--- src/design/rtwa_pkg.sv ---
// ----------------------------------------------------------------------------
// rtwa_pkg
// Shared types, register codes, constants and helpers for the room thermostat
// with averaging.
// ----------------------------------------------------------------------------
package rtwa_pkg;

    localparam int TEMP_W  = 16;
    localparam int SUM_W   = 21;   // floor quotient of the running sum
    localparam int QS_W    = 17;   // per-sample floor quotient
    localparam int REM_W   = 4;    // remainder, average length is at most 16
    localparam int CNT_W   = 4;    // samples gathered, at most 15
    localparam int IDX_W   = 3;
    localparam int DATA_W  = 32;

    localparam logic signed [TEMP_W-1:0] REJECT_FLOOR = -16'sd700;
    localparam logic [REM_W-1:0]         ROUND_LIMIT  = 4'd5;
    localparam logic signed [TEMP_W-1:0] AVG_RESET    = 16'sd225;

    typedef enum logic [1:0] {
        MODE_SAMPLE   = 2'd0,
        MODE_EXTERNAL = 2'd1,
        MODE_CONTROL  = 2'd2,
        MODE_FORCE    = 2'd3
    } mode_t;

    localparam logic [IDX_W-1:0] REG_HOUR_SCHEDULE    = 3'd0;
    localparam logic [IDX_W-1:0] REG_SETPOINT_ZERO    = 3'd1;
    localparam logic [IDX_W-1:0] REG_SETPOINT_ONE     = 3'd2;
    localparam logic [IDX_W-1:0] REG_HYSTERESIS       = 3'd3;
    localparam logic [IDX_W-1:0] REG_CORRECTION       = 3'd4;
    localparam logic [IDX_W-1:0] REG_INVERT_OUTPUT    = 3'd5;
    localparam logic [IDX_W-1:0] REG_BOILER_CONTROL   = 3'd6;
    localparam logic [IDX_W-1:0] REG_EXTERNAL_TIMEOUT = 3'd7;

    typedef struct packed {
        logic [23:0]        hour_schedule;
        logic [8:0]         setpoint_zero;
        logic [8:0]         setpoint_one;
        logic [7:0]         hysteresis;
        logic signed [7:0]  correction;
        logic               invert_output;
        logic               boiler_control;
        logic [31:0]        external_timeout;
    } cfg_t;

    // Item after the input register: sample already checked, corrected and split
    // into floor quotient and remainder by the average length.
    typedef struct packed {
        mode_t                     mode;
        logic                      sample_ok;
        logic signed [TEMP_W-1:0]  sample;
        logic signed [QS_W-1:0]    sample_q;
        logic [REM_W-1:0]          sample_r;
        logic signed [TEMP_W-1:0]  temperature;
        logic                      sp_sel;
        logic [31:0]               now_ms;
    } prep_t;

    function automatic logic signed [TEMP_W-1:0] sat16(input logic signed [21:0] v);
        logic signed [TEMP_W-1:0] r;
        if (v > 22'sd32767)
        begin
            r = 16'sh7FFF;
        end
        else if (v < -22'sd32768)
        begin
            r = 16'sh8000;
        end
        else
        begin
            r = v[TEMP_W-1:0];
        end
        return r;
    endfunction

endpackage

--- src/design/rtwa_if.sv ---
// ----------------------------------------------------------------------------
// rtwa_if
// Valid/ready channels for thermostat requests and results.
// ----------------------------------------------------------------------------
interface rtwa_in_if;
    import rtwa_pkg::*;

    logic                      valid;
    logic                      ready;
    logic [1:0]                mode;
    logic signed [TEMP_W-1:0]  temperature;
    logic                      sample_valid;
    logic [4:0]                hour;
    logic                      force_select;
    logic [31:0]               now_ms;

    modport source (output valid, mode, temperature, sample_valid, hour, force_select,
                    now_ms, input ready);
    modport sink   (input valid, mode, temperature, sample_valid, hour, force_select,
                    now_ms, output ready);
endinterface

interface rtwa_out_if;
    import rtwa_pkg::*;

    logic                      valid;
    logic                      ready;
    logic signed [TEMP_W-1:0]  measured_temp;
    logic                      heater_pin;
    logic                      heat_reported;
    logic                      forced_active;
    logic                      force_accepted;
    logic [7:0]                reject_total;

    modport source (output valid, measured_temp, heater_pin, heat_reported, forced_active,
                    force_accepted, reject_total, input ready);
    modport sink   (input valid, measured_temp, heater_pin, heat_reported, forced_active,
                    force_accepted, reject_total, output ready);
endinterface

--- src/design/room_thermostat_with_averaging_core.sv ---
// ----------------------------------------------------------------------------
// room_thermostat_with_averaging_core
// Room thermostat: sample averaging, external reading and hysteresis control.
// ----------------------------------------------------------------------------
// Usage:
//   item   - request channel; mode picks sensor sample, external reading,
//            control step or force request.
//   result - one result per request: averaged reading, heater pin, reported
//            demand, forced flag, force outcome and rejected-sample count.
//   cfg_we/cfg_index/cfg_data - register writes, taken at once; write only
//            while no request is in flight.
// A request passes the input register (sample check, correction, split by
// the average length) and then the state update that loads the result
// register. Throughput is one request per cycle while the receiver takes
// results; the state update is a single pass with no iteration.
// When the receiver stalls, the result register holds and the input
// register still takes one more request; ready drops only when both hold.
// Reset returns registers to their defaults, the reading to 22.5 degrees,
// demand off with the pin high, and empties both stages.
// ----------------------------------------------------------------------------
module room_thermostat_with_averaging_core #(
    parameter int AVERAGE_LENGTH = 10
) (
    input  logic                        clk,
    input  logic                        rst_n,
    rtwa_in_if.sink                     item,
    rtwa_out_if.source                  result,
    input  logic                        cfg_we,
    input  logic [rtwa_pkg::IDX_W-1:0]  cfg_index,
    input  logic [rtwa_pkg::DATA_W-1:0] cfg_data
);
    import rtwa_pkg::*;

    cfg_t  cfg;
    logic  prep_valid;
    prep_t prep;
    logic  advance;

    rtwa_cfg u_cfg (
        .clk       (clk),
        .rst_n     (rst_n),
        .cfg_we    (cfg_we),
        .cfg_index (cfg_index),
        .cfg_data  (cfg_data),
        .cfg       (cfg)
    );

    rtwa_prep #(
        .AVERAGE_LENGTH (AVERAGE_LENGTH)
    ) u_prep (
        .clk        (clk),
        .rst_n      (rst_n),
        .item       (item),
        .cfg        (cfg),
        .advance    (advance),
        .prep_valid (prep_valid),
        .prep       (prep)
    );

    rtwa_core #(
        .AVERAGE_LENGTH (AVERAGE_LENGTH)
    ) u_core (
        .clk        (clk),
        .rst_n      (rst_n),
        .cfg        (cfg),
        .prep_valid (prep_valid),
        .prep       (prep),
        .advance    (advance),
        .result     (result)
    );

endmodule

--- src/design/rtwa_cfg.sv ---
// ----------------------------------------------------------------------------
// rtwa_cfg
// Configuration register file, write only.
// ----------------------------------------------------------------------------
module rtwa_cfg (
    input  logic                        clk,
    input  logic                        rst_n,
    input  logic                        cfg_we,
    input  logic [rtwa_pkg::IDX_W-1:0]  cfg_index,
    input  logic [rtwa_pkg::DATA_W-1:0] cfg_data,
    output rtwa_pkg::cfg_t              cfg
);
    import rtwa_pkg::*;

    cfg_t cfg_reg;

    always_ff @(posedge clk or negedge rst_n)
    begin
        if (!rst_n)
        begin
            cfg_reg.hour_schedule    <= 24'd4194240;
            cfg_reg.setpoint_zero    <= 9'd180;
            cfg_reg.setpoint_one     <= 9'd210;
            cfg_reg.hysteresis       <= 8'd4;
            cfg_reg.correction       <= 8'sd0;
            cfg_reg.invert_output    <= 1'b0;
            cfg_reg.boiler_control   <= 1'b1;
            cfg_reg.external_timeout <= 32'd600000;
        end
        else if (cfg_we)
        begin
            unique case (cfg_index)
                REG_HOUR_SCHEDULE:    cfg_reg.hour_schedule    <= cfg_data[23:0];
                REG_SETPOINT_ZERO:    cfg_reg.setpoint_zero    <= cfg_data[8:0];
                REG_SETPOINT_ONE:     cfg_reg.setpoint_one     <= cfg_data[8:0];
                REG_HYSTERESIS:       cfg_reg.hysteresis       <= cfg_data[7:0];
                REG_CORRECTION:       cfg_reg.correction       <= $signed(cfg_data[7:0]);
                REG_INVERT_OUTPUT:    cfg_reg.invert_output    <= cfg_data[0];
                REG_BOILER_CONTROL:   cfg_reg.boiler_control   <= cfg_data[0];
                REG_EXTERNAL_TIMEOUT: cfg_reg.external_timeout <= cfg_data[31:0];
                default:              cfg_reg                  <= cfg_reg;
            endcase
        end
    end

    assign cfg = cfg_reg;

endmodule

--- src/design/rtwa_prep.sv ---
// ----------------------------------------------------------------------------
// rtwa_prep
// Input register: checks and corrects a sample, splits it by the average
// length and resolves the setpoint select.
// ----------------------------------------------------------------------------
module rtwa_prep #(
    parameter int AVERAGE_LENGTH = 10
) (
    input  logic            clk,
    input  logic            rst_n,
    rtwa_in_if.sink         item,
    input  rtwa_pkg::cfg_t  cfg,
    input  logic            advance,
    output logic            prep_valid,
    output rtwa_pkg::prep_t prep
);
    import rtwa_pkg::*;

    localparam int U_W    = 17;
    localparam int SHIFT  = U_W + $clog2(AVERAGE_LENGTH);
    localparam int MULT   = ((1 << SHIFT) + AVERAGE_LENGTH - 1) / AVERAGE_LENGTH;
    localparam int PROD_W = U_W + SHIFT + 1;
    // Bias a multiple of the length so the split works on unsigned values.
    localparam int BIAS   = AVERAGE_LENGTH * ((32768 + AVERAGE_LENGTH - 1) / AVERAGE_LENGTH);
    localparam int BIAS_Q = BIAS / AVERAGE_LENGTH;

    logic                     valid_reg;
    prep_t                    data_reg;
    prep_t                    data_next;

    logic signed [16:0]       corr_sum;
    logic signed [TEMP_W-1:0] sample;
    logic [U_W-1:0]           biased;
    logic [PROD_W-1:0]        prod;
    logic [U_W-1:0]           quot;
    logic [U_W-1:0]           rem;
    logic [23:0]              sched_shift;

    assign item.ready = !valid_reg || advance;

    always_comb
    begin
        corr_sum    = {item.temperature[15], item.temperature}
                    + {{9{cfg.correction[7]}}, cfg.correction};
        sample      = sat16({{5{corr_sum[16]}}, corr_sum});
        biased      = {sample[15], sample} + U_W'(BIAS);
        prod        = PROD_W'(biased) * PROD_W'(MULT);
        quot        = prod[SHIFT +: U_W];
        rem         = biased - U_W'(quot * U_W'(AVERAGE_LENGTH));
        sched_shift = cfg.hour_schedule >> item.hour;

        data_next.mode        = mode_t'(item.mode);
        data_next.sample_ok   = item.sample_valid && (item.temperature != 16'sd0)
                              && (item.temperature >= REJECT_FLOOR);
        data_next.sample      = sample;
        data_next.sample_q    = $signed(quot - U_W'(BIAS_Q));
        data_next.sample_r    = rem[REM_W-1:0];
        data_next.temperature = item.temperature;
        data_next.sp_sel      = (mode_t'(item.mode) == MODE_FORCE) ? item.force_select
                                                                   : sched_shift[0];
        data_next.now_ms      = item.now_ms;
    end

    always_ff @(posedge clk or negedge rst_n)
    begin
        if (!rst_n)
        begin
            valid_reg <= 1'b0;
        end
        else if (item.ready)
        begin
            valid_reg <= item.valid;
        end
    end

    always_ff @(posedge clk)
    begin
        if (item.valid && item.ready)
        begin
            data_reg <= data_next;
        end
    end

    assign prep_valid = valid_reg;
    assign prep       = data_reg;

endmodule

--- src/design/rtwa_core.sv ---
// ----------------------------------------------------------------------------
// rtwa_core
// Thermostat state, averaging, hysteresis control and the result register.
// ----------------------------------------------------------------------------
module rtwa_core #(
    parameter int AVERAGE_LENGTH = 10
) (
    input  logic            clk,
    input  logic            rst_n,
    input  rtwa_pkg::cfg_t  cfg,
    input  logic            prep_valid,
    input  rtwa_pkg::prep_t prep,
    output logic            advance,
    rtwa_out_if.source      result
);
    import rtwa_pkg::*;

    logic                     fire;

    logic signed [TEMP_W-1:0] avg_reg,        avg_next;
    logic signed [SUM_W-1:0]  quot_reg,       quot_next;
    logic [REM_W-1:0]         rem_reg,        rem_next;
    logic [CNT_W-1:0]         cnt_reg,        cnt_next;
    logic                     first_reg,      first_next;
    logic signed [TEMP_W-1:0] ext_temp_reg,   ext_temp_next;
    logic [31:0]              ext_stamp_reg,  ext_stamp_next;
    logic                     ext_fresh_reg,  ext_fresh_next;
    logic                     no_demand_reg,  no_demand_next;
    logic                     forced_reg,     forced_next;
    logic                     pin_reg,        pin_next;
    logic [7:0]               reject_reg,     reject_next;
    logic                     accepted;

    logic                     out_valid_reg;
    logic signed [TEMP_W-1:0] out_temp_reg;
    logic                     out_pin_reg;
    logic                     out_heat_reg;
    logic                     out_forced_reg;
    logic                     out_accepted_reg;
    logic [7:0]               out_errors_reg;

    logic [REM_W:0]           rem_sum;
    logic                     carry;
    logic [REM_W:0]           rem_adj;
    logic signed [SUM_W-1:0]  quot_sum;
    logic [CNT_W:0]           cnt_inc;
    logic                     round_up;
    logic signed [21:0]       quot_round;
    logic [31:0]              elapsed;
    logic                     fresh;
    logic signed [TEMP_W-1:0] ctrl_temp;
    logic [8:0]               setpoint;
    logic signed [17:0]       sp_ext;
    logic signed [17:0]       ctrl_ext;
    logic signed [17:0]       delta;
    logic signed [17:0]       neg_hyst;

    assign advance = !out_valid_reg || result.ready;
    assign fire    = prep_valid && advance;

    always_comb
    begin
        // floor remainder/quotient accumulation of the running sum
        rem_sum    = {1'b0, rem_reg} + {1'b0, prep.sample_r};
        carry      = rem_sum >= (REM_W+1)'(AVERAGE_LENGTH);
        rem_adj    = carry ? rem_sum - (REM_W+1)'(AVERAGE_LENGTH) : rem_sum;
        quot_sum   = quot_reg + {{(SUM_W-QS_W){prep.sample_q[QS_W-1]}}, prep.sample_q}
                   + SUM_W'(carry);
        cnt_inc    = {1'b0, cnt_reg} + (CNT_W+1)'(1);
        // negative sum: floor to truncation, a remainder rounds toward zero; else round up from ROUND_LIMIT
        round_up   = quot_sum[SUM_W-1] ? (rem_adj != '0) : (rem_adj[REM_W-1:0] >= ROUND_LIMIT);
        quot_round = {quot_sum[SUM_W-1], quot_sum} + 22'(round_up);

        elapsed    = prep.now_ms - ext_stamp_reg;
        fresh      = ext_fresh_reg && (elapsed < cfg.external_timeout);
        ctrl_temp  = (fresh && (ext_temp_reg > avg_reg)) ? ext_temp_reg : avg_reg;
        setpoint   = prep.sp_sel ? cfg.setpoint_one : cfg.setpoint_zero;
        sp_ext     = {9'b0, setpoint};
        ctrl_ext   = {{2{ctrl_temp[15]}}, ctrl_temp};
        delta      = sp_ext - ctrl_ext;
        neg_hyst   = -$signed({10'b0, cfg.hysteresis});

        avg_next       = avg_reg;
        quot_next      = quot_reg;
        rem_next       = rem_reg;
        cnt_next       = cnt_reg;
        first_next     = first_reg;
        ext_temp_next  = ext_temp_reg;
        ext_stamp_next = ext_stamp_reg;
        ext_fresh_next = ext_fresh_reg;
        no_demand_next = no_demand_reg;
        forced_next    = forced_reg;
        pin_next       = pin_reg;
        reject_next    = reject_reg;
        accepted       = 1'b0;

        case (prep.mode)
            MODE_SAMPLE:
            begin
                if (!prep.sample_ok)
                begin
                    reject_next = reject_reg + 8'd1;
                end
                else
                begin
                    quot_next = quot_sum;
                    rem_next  = rem_adj[REM_W-1:0];
                    cnt_next  = cnt_inc[CNT_W-1:0];
                    if (first_reg)
                    begin
                        avg_next   = prep.sample;
                        first_next = 1'b0;
                    end
                    if (cnt_inc >= (CNT_W+1)'(AVERAGE_LENGTH))
                    begin
                        avg_next  = sat16(quot_round);
                        quot_next = '0;
                        rem_next  = '0;
                        cnt_next  = '0;
                    end
                end
            end
            MODE_EXTERNAL:
            begin
                ext_temp_next  = prep.temperature;
                ext_stamp_next = prep.now_ms;
                ext_fresh_next = 1'b1;
            end
            MODE_CONTROL:
            begin
                if (!fresh)
                begin
                    ext_fresh_next = 1'b0;
                end
                if ((delta >= 18'sd1) && no_demand_reg)
                begin
                    no_demand_next = 1'b0;
                end
                else if ((delta <= neg_hyst) && !no_demand_reg)
                begin
                    no_demand_next = 1'b1;
                    forced_next    = 1'b0;
                end
                if (no_demand_next)
                begin
                    forced_next = 1'b0;
                end
                pin_next = no_demand_next ^ cfg.invert_output;
            end
            default:
            begin
                if (delta >= -18'sd1)
                begin
                    no_demand_next = 1'b0;
                    forced_next    = 1'b1;
                    accepted       = 1'b1;
                end
            end
        endcase
    end

    always_ff @(posedge clk or negedge rst_n)
    begin
        if (!rst_n)
        begin
            avg_reg       <= AVG_RESET;
            quot_reg      <= '0;
            rem_reg       <= '0;
            cnt_reg       <= '0;
            first_reg     <= 1'b1;
            ext_temp_reg  <= '0;
            ext_stamp_reg <= '0;
            ext_fresh_reg <= 1'b0;
            no_demand_reg <= 1'b1;
            forced_reg    <= 1'b0;
            pin_reg       <= 1'b1;
            reject_reg    <= '0;
            out_valid_reg <= 1'b0;
        end
        else
        begin
            if (fire)
            begin
                avg_reg       <= avg_next;
                quot_reg      <= quot_next;
                rem_reg       <= rem_next;
                cnt_reg       <= cnt_next;
                first_reg     <= first_next;
                ext_temp_reg  <= ext_temp_next;
                ext_stamp_reg <= ext_stamp_next;
                ext_fresh_reg <= ext_fresh_next;
                no_demand_reg <= no_demand_next;
                forced_reg    <= forced_next;
                pin_reg       <= pin_next;
                reject_reg    <= reject_next;
            end
            if (advance)
            begin
                out_valid_reg <= prep_valid;
            end
        end
    end

    always_ff @(posedge clk)
    begin
        if (fire)
        begin
            out_temp_reg     <= avg_next;
            out_pin_reg      <= pin_next;
            out_heat_reg     <= (cfg.boiler_control || forced_next) ? no_demand_next : 1'b1;
            out_forced_reg   <= forced_next;
            out_accepted_reg <= accepted;
            out_errors_reg   <= reject_next;
        end
    end

    assign result.valid          = out_valid_reg;
    assign result.measured_temp  = out_temp_reg;
    assign result.heater_pin     = out_pin_reg;
    assign result.heat_reported  = out_heat_reg;
    assign result.forced_active  = out_forced_reg;
    assign result.force_accepted = out_accepted_reg;
    assign result.reject_total   = out_errors_reg;

endmodule

--- src/flat_wrapper.sv ---
// flat-port wrapper written by rule: the top's interface ports become plain ports
module room_thermostat_with_averaging_core_flat import rtwa_pkg::*;
#(
    parameter int AVERAGE_LENGTH = 10
)
  (clk, rst_n, cfg_we, cfg_index, cfg_data, item_valid, item_mode, item_temperature, item_sample_valid, item_hour, item_force_select, item_now_ms, item_ready, result_valid, result_measured_temp, result_heater_pin, result_heat_reported, result_forced_active, result_force_accepted, result_reject_total, result_ready);
  rtwa_in_if item_i ();
  rtwa_out_if result_i ();
  input  logic clk;
  input  logic rst_n;
  input  logic cfg_we;
  input  logic [rtwa_pkg::IDX_W-1:0] cfg_index;
  input  logic [rtwa_pkg::DATA_W-1:0] cfg_data;
  input wire logic [$bits(item_i.valid)-1:0] item_valid;
  input wire logic [$bits(item_i.mode)-1:0] item_mode;
  input wire logic [$bits(item_i.temperature)-1:0] item_temperature;
  input wire logic [$bits(item_i.sample_valid)-1:0] item_sample_valid;
  input wire logic [$bits(item_i.hour)-1:0] item_hour;
  input wire logic [$bits(item_i.force_select)-1:0] item_force_select;
  input wire logic [$bits(item_i.now_ms)-1:0] item_now_ms;
  output wire logic [$bits(item_i.ready)-1:0] item_ready;
  output wire logic [$bits(result_i.valid)-1:0] result_valid;
  output wire logic [$bits(result_i.measured_temp)-1:0] result_measured_temp;
  output wire logic [$bits(result_i.heater_pin)-1:0] result_heater_pin;
  output wire logic [$bits(result_i.heat_reported)-1:0] result_heat_reported;
  output wire logic [$bits(result_i.forced_active)-1:0] result_forced_active;
  output wire logic [$bits(result_i.force_accepted)-1:0] result_force_accepted;
  output wire logic [$bits(result_i.reject_total)-1:0] result_reject_total;
  input wire logic [$bits(result_i.ready)-1:0] result_ready;
  assign item_i.valid = item_valid;
  assign item_i.mode = item_mode;
  assign item_i.temperature = item_temperature;
  assign item_i.sample_valid = item_sample_valid;
  assign item_i.hour = item_hour;
  assign item_i.force_select = item_force_select;
  assign item_i.now_ms = item_now_ms;
  assign item_ready = item_i.ready;
  assign result_valid = result_i.valid;
  assign result_measured_temp = result_i.measured_temp;
  assign result_heater_pin = result_i.heater_pin;
  assign result_heat_reported = result_i.heat_reported;
  assign result_forced_active = result_i.forced_active;
  assign result_force_accepted = result_i.force_accepted;
  assign result_reject_total = result_i.reject_total;
  assign result_i.ready = result_ready;
  room_thermostat_with_averaging_core #(.AVERAGE_LENGTH(AVERAGE_LENGTH)) u_core (.clk(clk), .rst_n(rst_n), .item(item_i), .result(result_i), .cfg_we(cfg_we), .cfg_index(cfg_index), .cfg_data(cfg_data));
endmodule
--- config.mk ---
export PLATFORM = sky130hd
export DESIGN_NAME = room_thermostat_with_averaging_core_flat
export DESIGN_NICKNAME = d
export VERILOG_FILES = /design/src/design/rtwa_pkg.sv /design/src/design/rtwa_if.sv /design/src/design/room_thermostat_with_averaging_core.sv /design/src/design/rtwa_cfg.sv /design/src/design/rtwa_prep.sv /design/src/design/rtwa_core.sv /design/src/flat_wrapper.sv
export SDC_FILE = /design/constraint.sdc
export NUM_CORES = 1
export LEC_CHECK = 0
export ABC_AREA = 1
export BUFFER_PORTS_ARGS = -buffer_cell sky130_fd_sc_hd__buf_2
export CAP_MARGIN = 20
export CORE_UTILIZATION = 57
export CTS_CLUSTER_SIZE = 14
export DETAILED_ROUTE_END_ITERATION = 6
export GPL_TIMING_DRIVEN = 0
export MAX_ROUTING_LAYER = met4
export PLACE_DENSITY_LB_ADDON = 0.05
export SYNTH_ARGS = -nofsm -noshare
export SYNTH_HDL_FRONTEND = slang
export SYNTH_SLANG_ARGS = --single-unit
--- constraint.sdc ---
create_clock -name clk -period 7.54 [get_ports clk]
set_input_delay 0.377 -clock clk [delete_from_list [all_inputs] [get_ports clk]]
set_output_delay 0.377 -clock clk [all_outputs]
set_load 0.01 [all_outputs]
Word-level counts from Yosys, hierarchy flattened

Cells that the tools add are included.

Shift operators: 1
Bitwise gates (word level): 1
Reduce and logical (&&, ||, !) cells: 32
Magnitude comparators: 13
Mux-type cells: 32
Multipliers: 2
Equality and inequality tests: 11
Add/subtract/negate cells: 14

Operator list:

| cell                     | number |
|---|---|
| $mux W16                 | 9 |
| $mul A17 B16 Y33 const B | 1 |
| $lt A32 B32 Y1           | 1 |
| $sub A32 B32 Y32         | 1 |
| $shr A24 B5 Y1           | 1 |
| $add A21 B2 Y22          | 1 |
| $gt A22 B16 Y1 const B   | 1 |
| $lt A22 B16 Y1 const B   | 1 |
| $add A21 B1 Y21          | 1 |
| $add A21 B21 Y21         | 1 |
| $mux W21                 | 1 |
| $le A17 B18 Y1           | 1 |
| $neg A8 Y18              | 1 |
| $reduce_and A2 Y1        | 9 |
| $add A16 B8 Y17          | 1 |
| $add A17 B16 Y17 const B | 1 |
| $ge A17 B1 Y1 const B    | 1 |
| $ge A17 B2 Y1 const B    | 1 |
| $gt A17 B16 Y1 const B   | 1 |
| $lt A17 B16 Y1 const B   | 1 |
| $sub A10 B16 Y17         | 1 |
| $ge A16 B11 Y1 const B   | 1 |
| $gt A16 B16 Y1           | 1 |
| $mux W8                  | 2 |
| other kinds (32)         | 65 |

Flip-flop bits (word level): 317
Output and inout port bits: 30
Logic and storage cells: 142

Depth between registers and ports, before layout

Depth in word-level cells: 14
Mapped depth: 69
Mapped depth without buffers: 67

Modules after synthesis

From an unflattened synthesis, not the netlist that was laid out.

Cells, all modules: 3112
Area, all modules: 25637.1 um^2

Modules (own cells, without submodules):

| module    | seq. area each (um^2) | times used | area each (um^2) | cells an instance |
|---|---|---|---|---|
| rtwa_core | 3527.1                | 1          | 11917.7          | 1599 |
| rtwa_prep | 2607.5                | 1          | 10065.9          | 1103 |
| rtwa_cfg  | 2344.7                | 1          | 3653.5           | 410 |

Worst setup path after synthesis

OpenSTA, ideal clock, no wires.

Path type: input -> register
Start point: input item_temperature[0]
End point: register u_core.u_prep.data_reg (netlist bit u_core.u_prep.prep[65]), data pin
Stages on the path: 45
Required time: 7278 ps
Path slack: -679 ps
Arrival: 7957 ps
Cells stage by stage: ha_1 inv_1 fa_1 o21ai_1 nand3_1 nand2_2 nand2_1 nand2_1 nand2_1 nand2_4 inv_4 nand2_4 nand2_1 nand2_1 inv_2 nor3_4 and3_1 nand3_2 [... 9 more ...] inv_1 fa_1 inv_1 ha_1 nand2_1 inv_1 a21oi_1 o21ai_0 a21oi_1 o21ai_2 xnor2_2 clkinv_1 nand3_1 nand3_1 nand2_1 nand2_1 nand2_1 xnor2_1

RTL lines:

| element                | RTL line           | RTL |
|---|---|---|
| start: declaration     | flat_wrapper.sv:16 | `input wire logic [$bits(item_i.temperature)-1:0] item_temperature;` |
| end signal: assignment | rtwa_prep.sv:80    | `data_reg <= data_next;` |
| end: declaration       | rtwa_prep.sv:28    | `prep_t data_reg;` |

==> metrics.txt <==
unrepaired setup endpoints after global routing true; Slowest cell on crit path fa_1; core footprint 43,500 um2; crit path DAT around 8.5 ns; Synth Flop Type dfrtp_1; status finished, violations left; Root Driver clkbuf_16; clk slew on worst S/H paths around 0.07 ns; CP Capture Type flip-flop; Layout Skew 0.0224 ns; Placed Instance Area 27,100 um2; CTS tree yes; number of global-route vias before repair 21,518; cell area after synthesis 25,400 um2; fin crit share 108%; die footprint 45,400 um2; initial antenna violation count 4; cell count after synthesis 3,025; fillcell total 3,265; HPWL Detailed 51.3 mm; port bufs 126; Placer Congestion 0.946; wire length of the first global-routing pass about 110 mm; EDFF count, synth 114; Skew-Pair Late Insertion Delay 0.56 ns; drt wl/cell 17.7 um; max reg flops 92; Worst-Margin Slew 0.990 ns; most used cell, CP nand2_2; H-tree lvl count 2; required time worst endpoint between 7 and 8 ns; max_cap viols 0; num ports 127; fin nets 3,857; minimum clock period 8.14 ns; Post-synth ARST share 63.7%; Yosys top cell area share between 10% and 20%; Synth-to-Final Area Change 25.0%; num rows 76; CTS buffer count 36; final setup fails 22; Via density between 5 and 6; grt total ovfl 0; DRC Markers 0; total number of vias 21,854; Num Clock Sinks approximately 310; largest net degree at the start of global routing between 100 and 150; crit-path max cell delay 0.57 ns; Worst setup SP type flip-flop; PnR worst setup slack -0.599 ns; Final ANT Viol Nets 0; f_max 123 MHz; first drt pass iteration count 6; most frequent cell after synthesis nand2_1; post-synth top area cell dfrtp_1; total track usage between 30% and 40%; Iter 0 DRT Violations about 1,400; final max-slew violation count 0; Yosys warnings 0; failing checks negative setup slack; Worst Hold Class input port to flip-flop; Final Hold Fails 0; Area contributors post-synth dfrtp_1 (16%), ha_1 (14%), edfxtp_1 (13%); Clock Path Buffers 3; die width 213 um; Max-slew headroom 34.0%; Syn Nets around 3,500; critical path fanouts, max 6; layout cells sized above 1 between 20 and 30%; Commonest cells post-synth nand2_1 (606), inv_1 (503), ha_1 (288); fin area around 32,000 um2; Netlist cell types 73; Chip Height 213 um; Mean Syn Cell Area about 8.4 um2; #FFs+latches synth 314; Routed WL 70.5 mm; Starting Density 58.4%; register area share after synthesis around a third; CP Class flip-flop to flip-flop
==> kinds of logic after synthesis <==
logic type | count (synthesis) | share of synthesized area (%)
compound gates | 507 | 11.2
xor+xnor | 133 | 4.90
fa+ha+maj | 382 | 21.6
buf+inv | 567 | 8.51
flops | 314 | 33.4
mux | 33 | 1.46
simple gates | 1089 | 18.9
==> placed cells by master, fill, tap and decap left out, types with 62 or more instances in the layout <==
cell,instances
a21oi_1,145
buf_2,129
buf_4,146
dfrtp_1,158
edfxtp_1,114
fa_1,89
ha_1,227
inv_1,441
inv_2,62
nand2_1,518
nand2_2,79
nand3_1,90
nor2_1,180
o21ai_0,166
xor2_1,72
==> layer usage <==
layer	up-vias	global-route usage, %	share of wire [%]
met5	-	-	0
met4	0	9.15	2.7
met3	142	4.56	6.1
met2	632	50.3	46
met1	10436	43.5	45
li1	10644	-	-
==> final timing paths <==
kind	cells past startpoint	slack, ns	endpoint	startpoint
max	42	-0.60	u_core.u_prep.prep[52]	u_core.u_cfg.cfg[41]
min in group asynchronous	2	0.38	u_core.u_core.quot_reg[15]	rst_n
max in group asynchronous	3	6.01	u_core.u_core.ext_stamp_reg[17]	rst_n
min	1	0.02	u_core.u_prep.prep[17]	item_now_ms[17]
max reg2reg	42	-0.60	u_core.u_prep.prep[52]	u_core.u_cfg.cfg[41]
min reg2reg	2	0.47	u_core.u_core.avg_reg[7]	u_core.u_core.avg_reg[7]
==> final cells by class <==
type | count | area, um2 | share of cell area [%]
multi-input combinational | 2144 | 16800 | 53.1
inverter | 517 | 1980 | 6.23
clock buffer | 45 | 986 | 3.11
tap | 585 | 732 | 2.31
sequential | 314 | 8480 | 26.7
buffer | 49 | 240 | 0.757
antenna | 4 | 10.0 | 0.0316
clock inverter | 19 | 176 | 0.556
timing repair buffer | 316 | 2290 | 7.21
==> stage by stage <==
stage | setup slack [ns] | utilization, % | instances | hold slack (ns) | TNS [ns]
2_1_floorplan | -0.143 | - | 3025 | 0.0814 | -0.741
3_3_place_gp | -1.68 | 62.3 | 3736 | 0.457 | -33.76
3_5_place_dp | -1.75 | 62.4 | 3738 | 0.455 | -35.86
4_1_cts | -0.488 | 70.4 | 3941 | 0.00119 | -6.97
5_1_grt | -1.04 | 73.0 | 3993 | 0.00690 | -17.83
6_report | -0.599 | 73.0 | 3993 | 0.0154 | -8.50
==> critical path: cells and delay by family (launching register included) <==
| kind | cells | cell delay (ns) |
|---|---|---|
| adders and majority gates | 10 | 3.74 |
| and+or+nand+nor | 18 | 2.01 |
| buffers and inverters | 10 | 0.89 |
| xor gates and xnor gates | 3 | 0.52 |
| DFF | 1 | 0.49 |
| AOI/OAI and AO/OA | 1 | 0.24 |
==> what timing repair did <==
action	CTS	global route
gates resized for setup	266	181
hold buffers	27	0
endpoints found under the setup margin	25	25
gates cloned	1	0
setup buffers	112	48
hold endpoints to repair	109	0
pin swaps	139	128
Power is left out: the tool's default activity adds up to more than one toggle a clock period on the data nets, which glitch-free logic cannot reach.
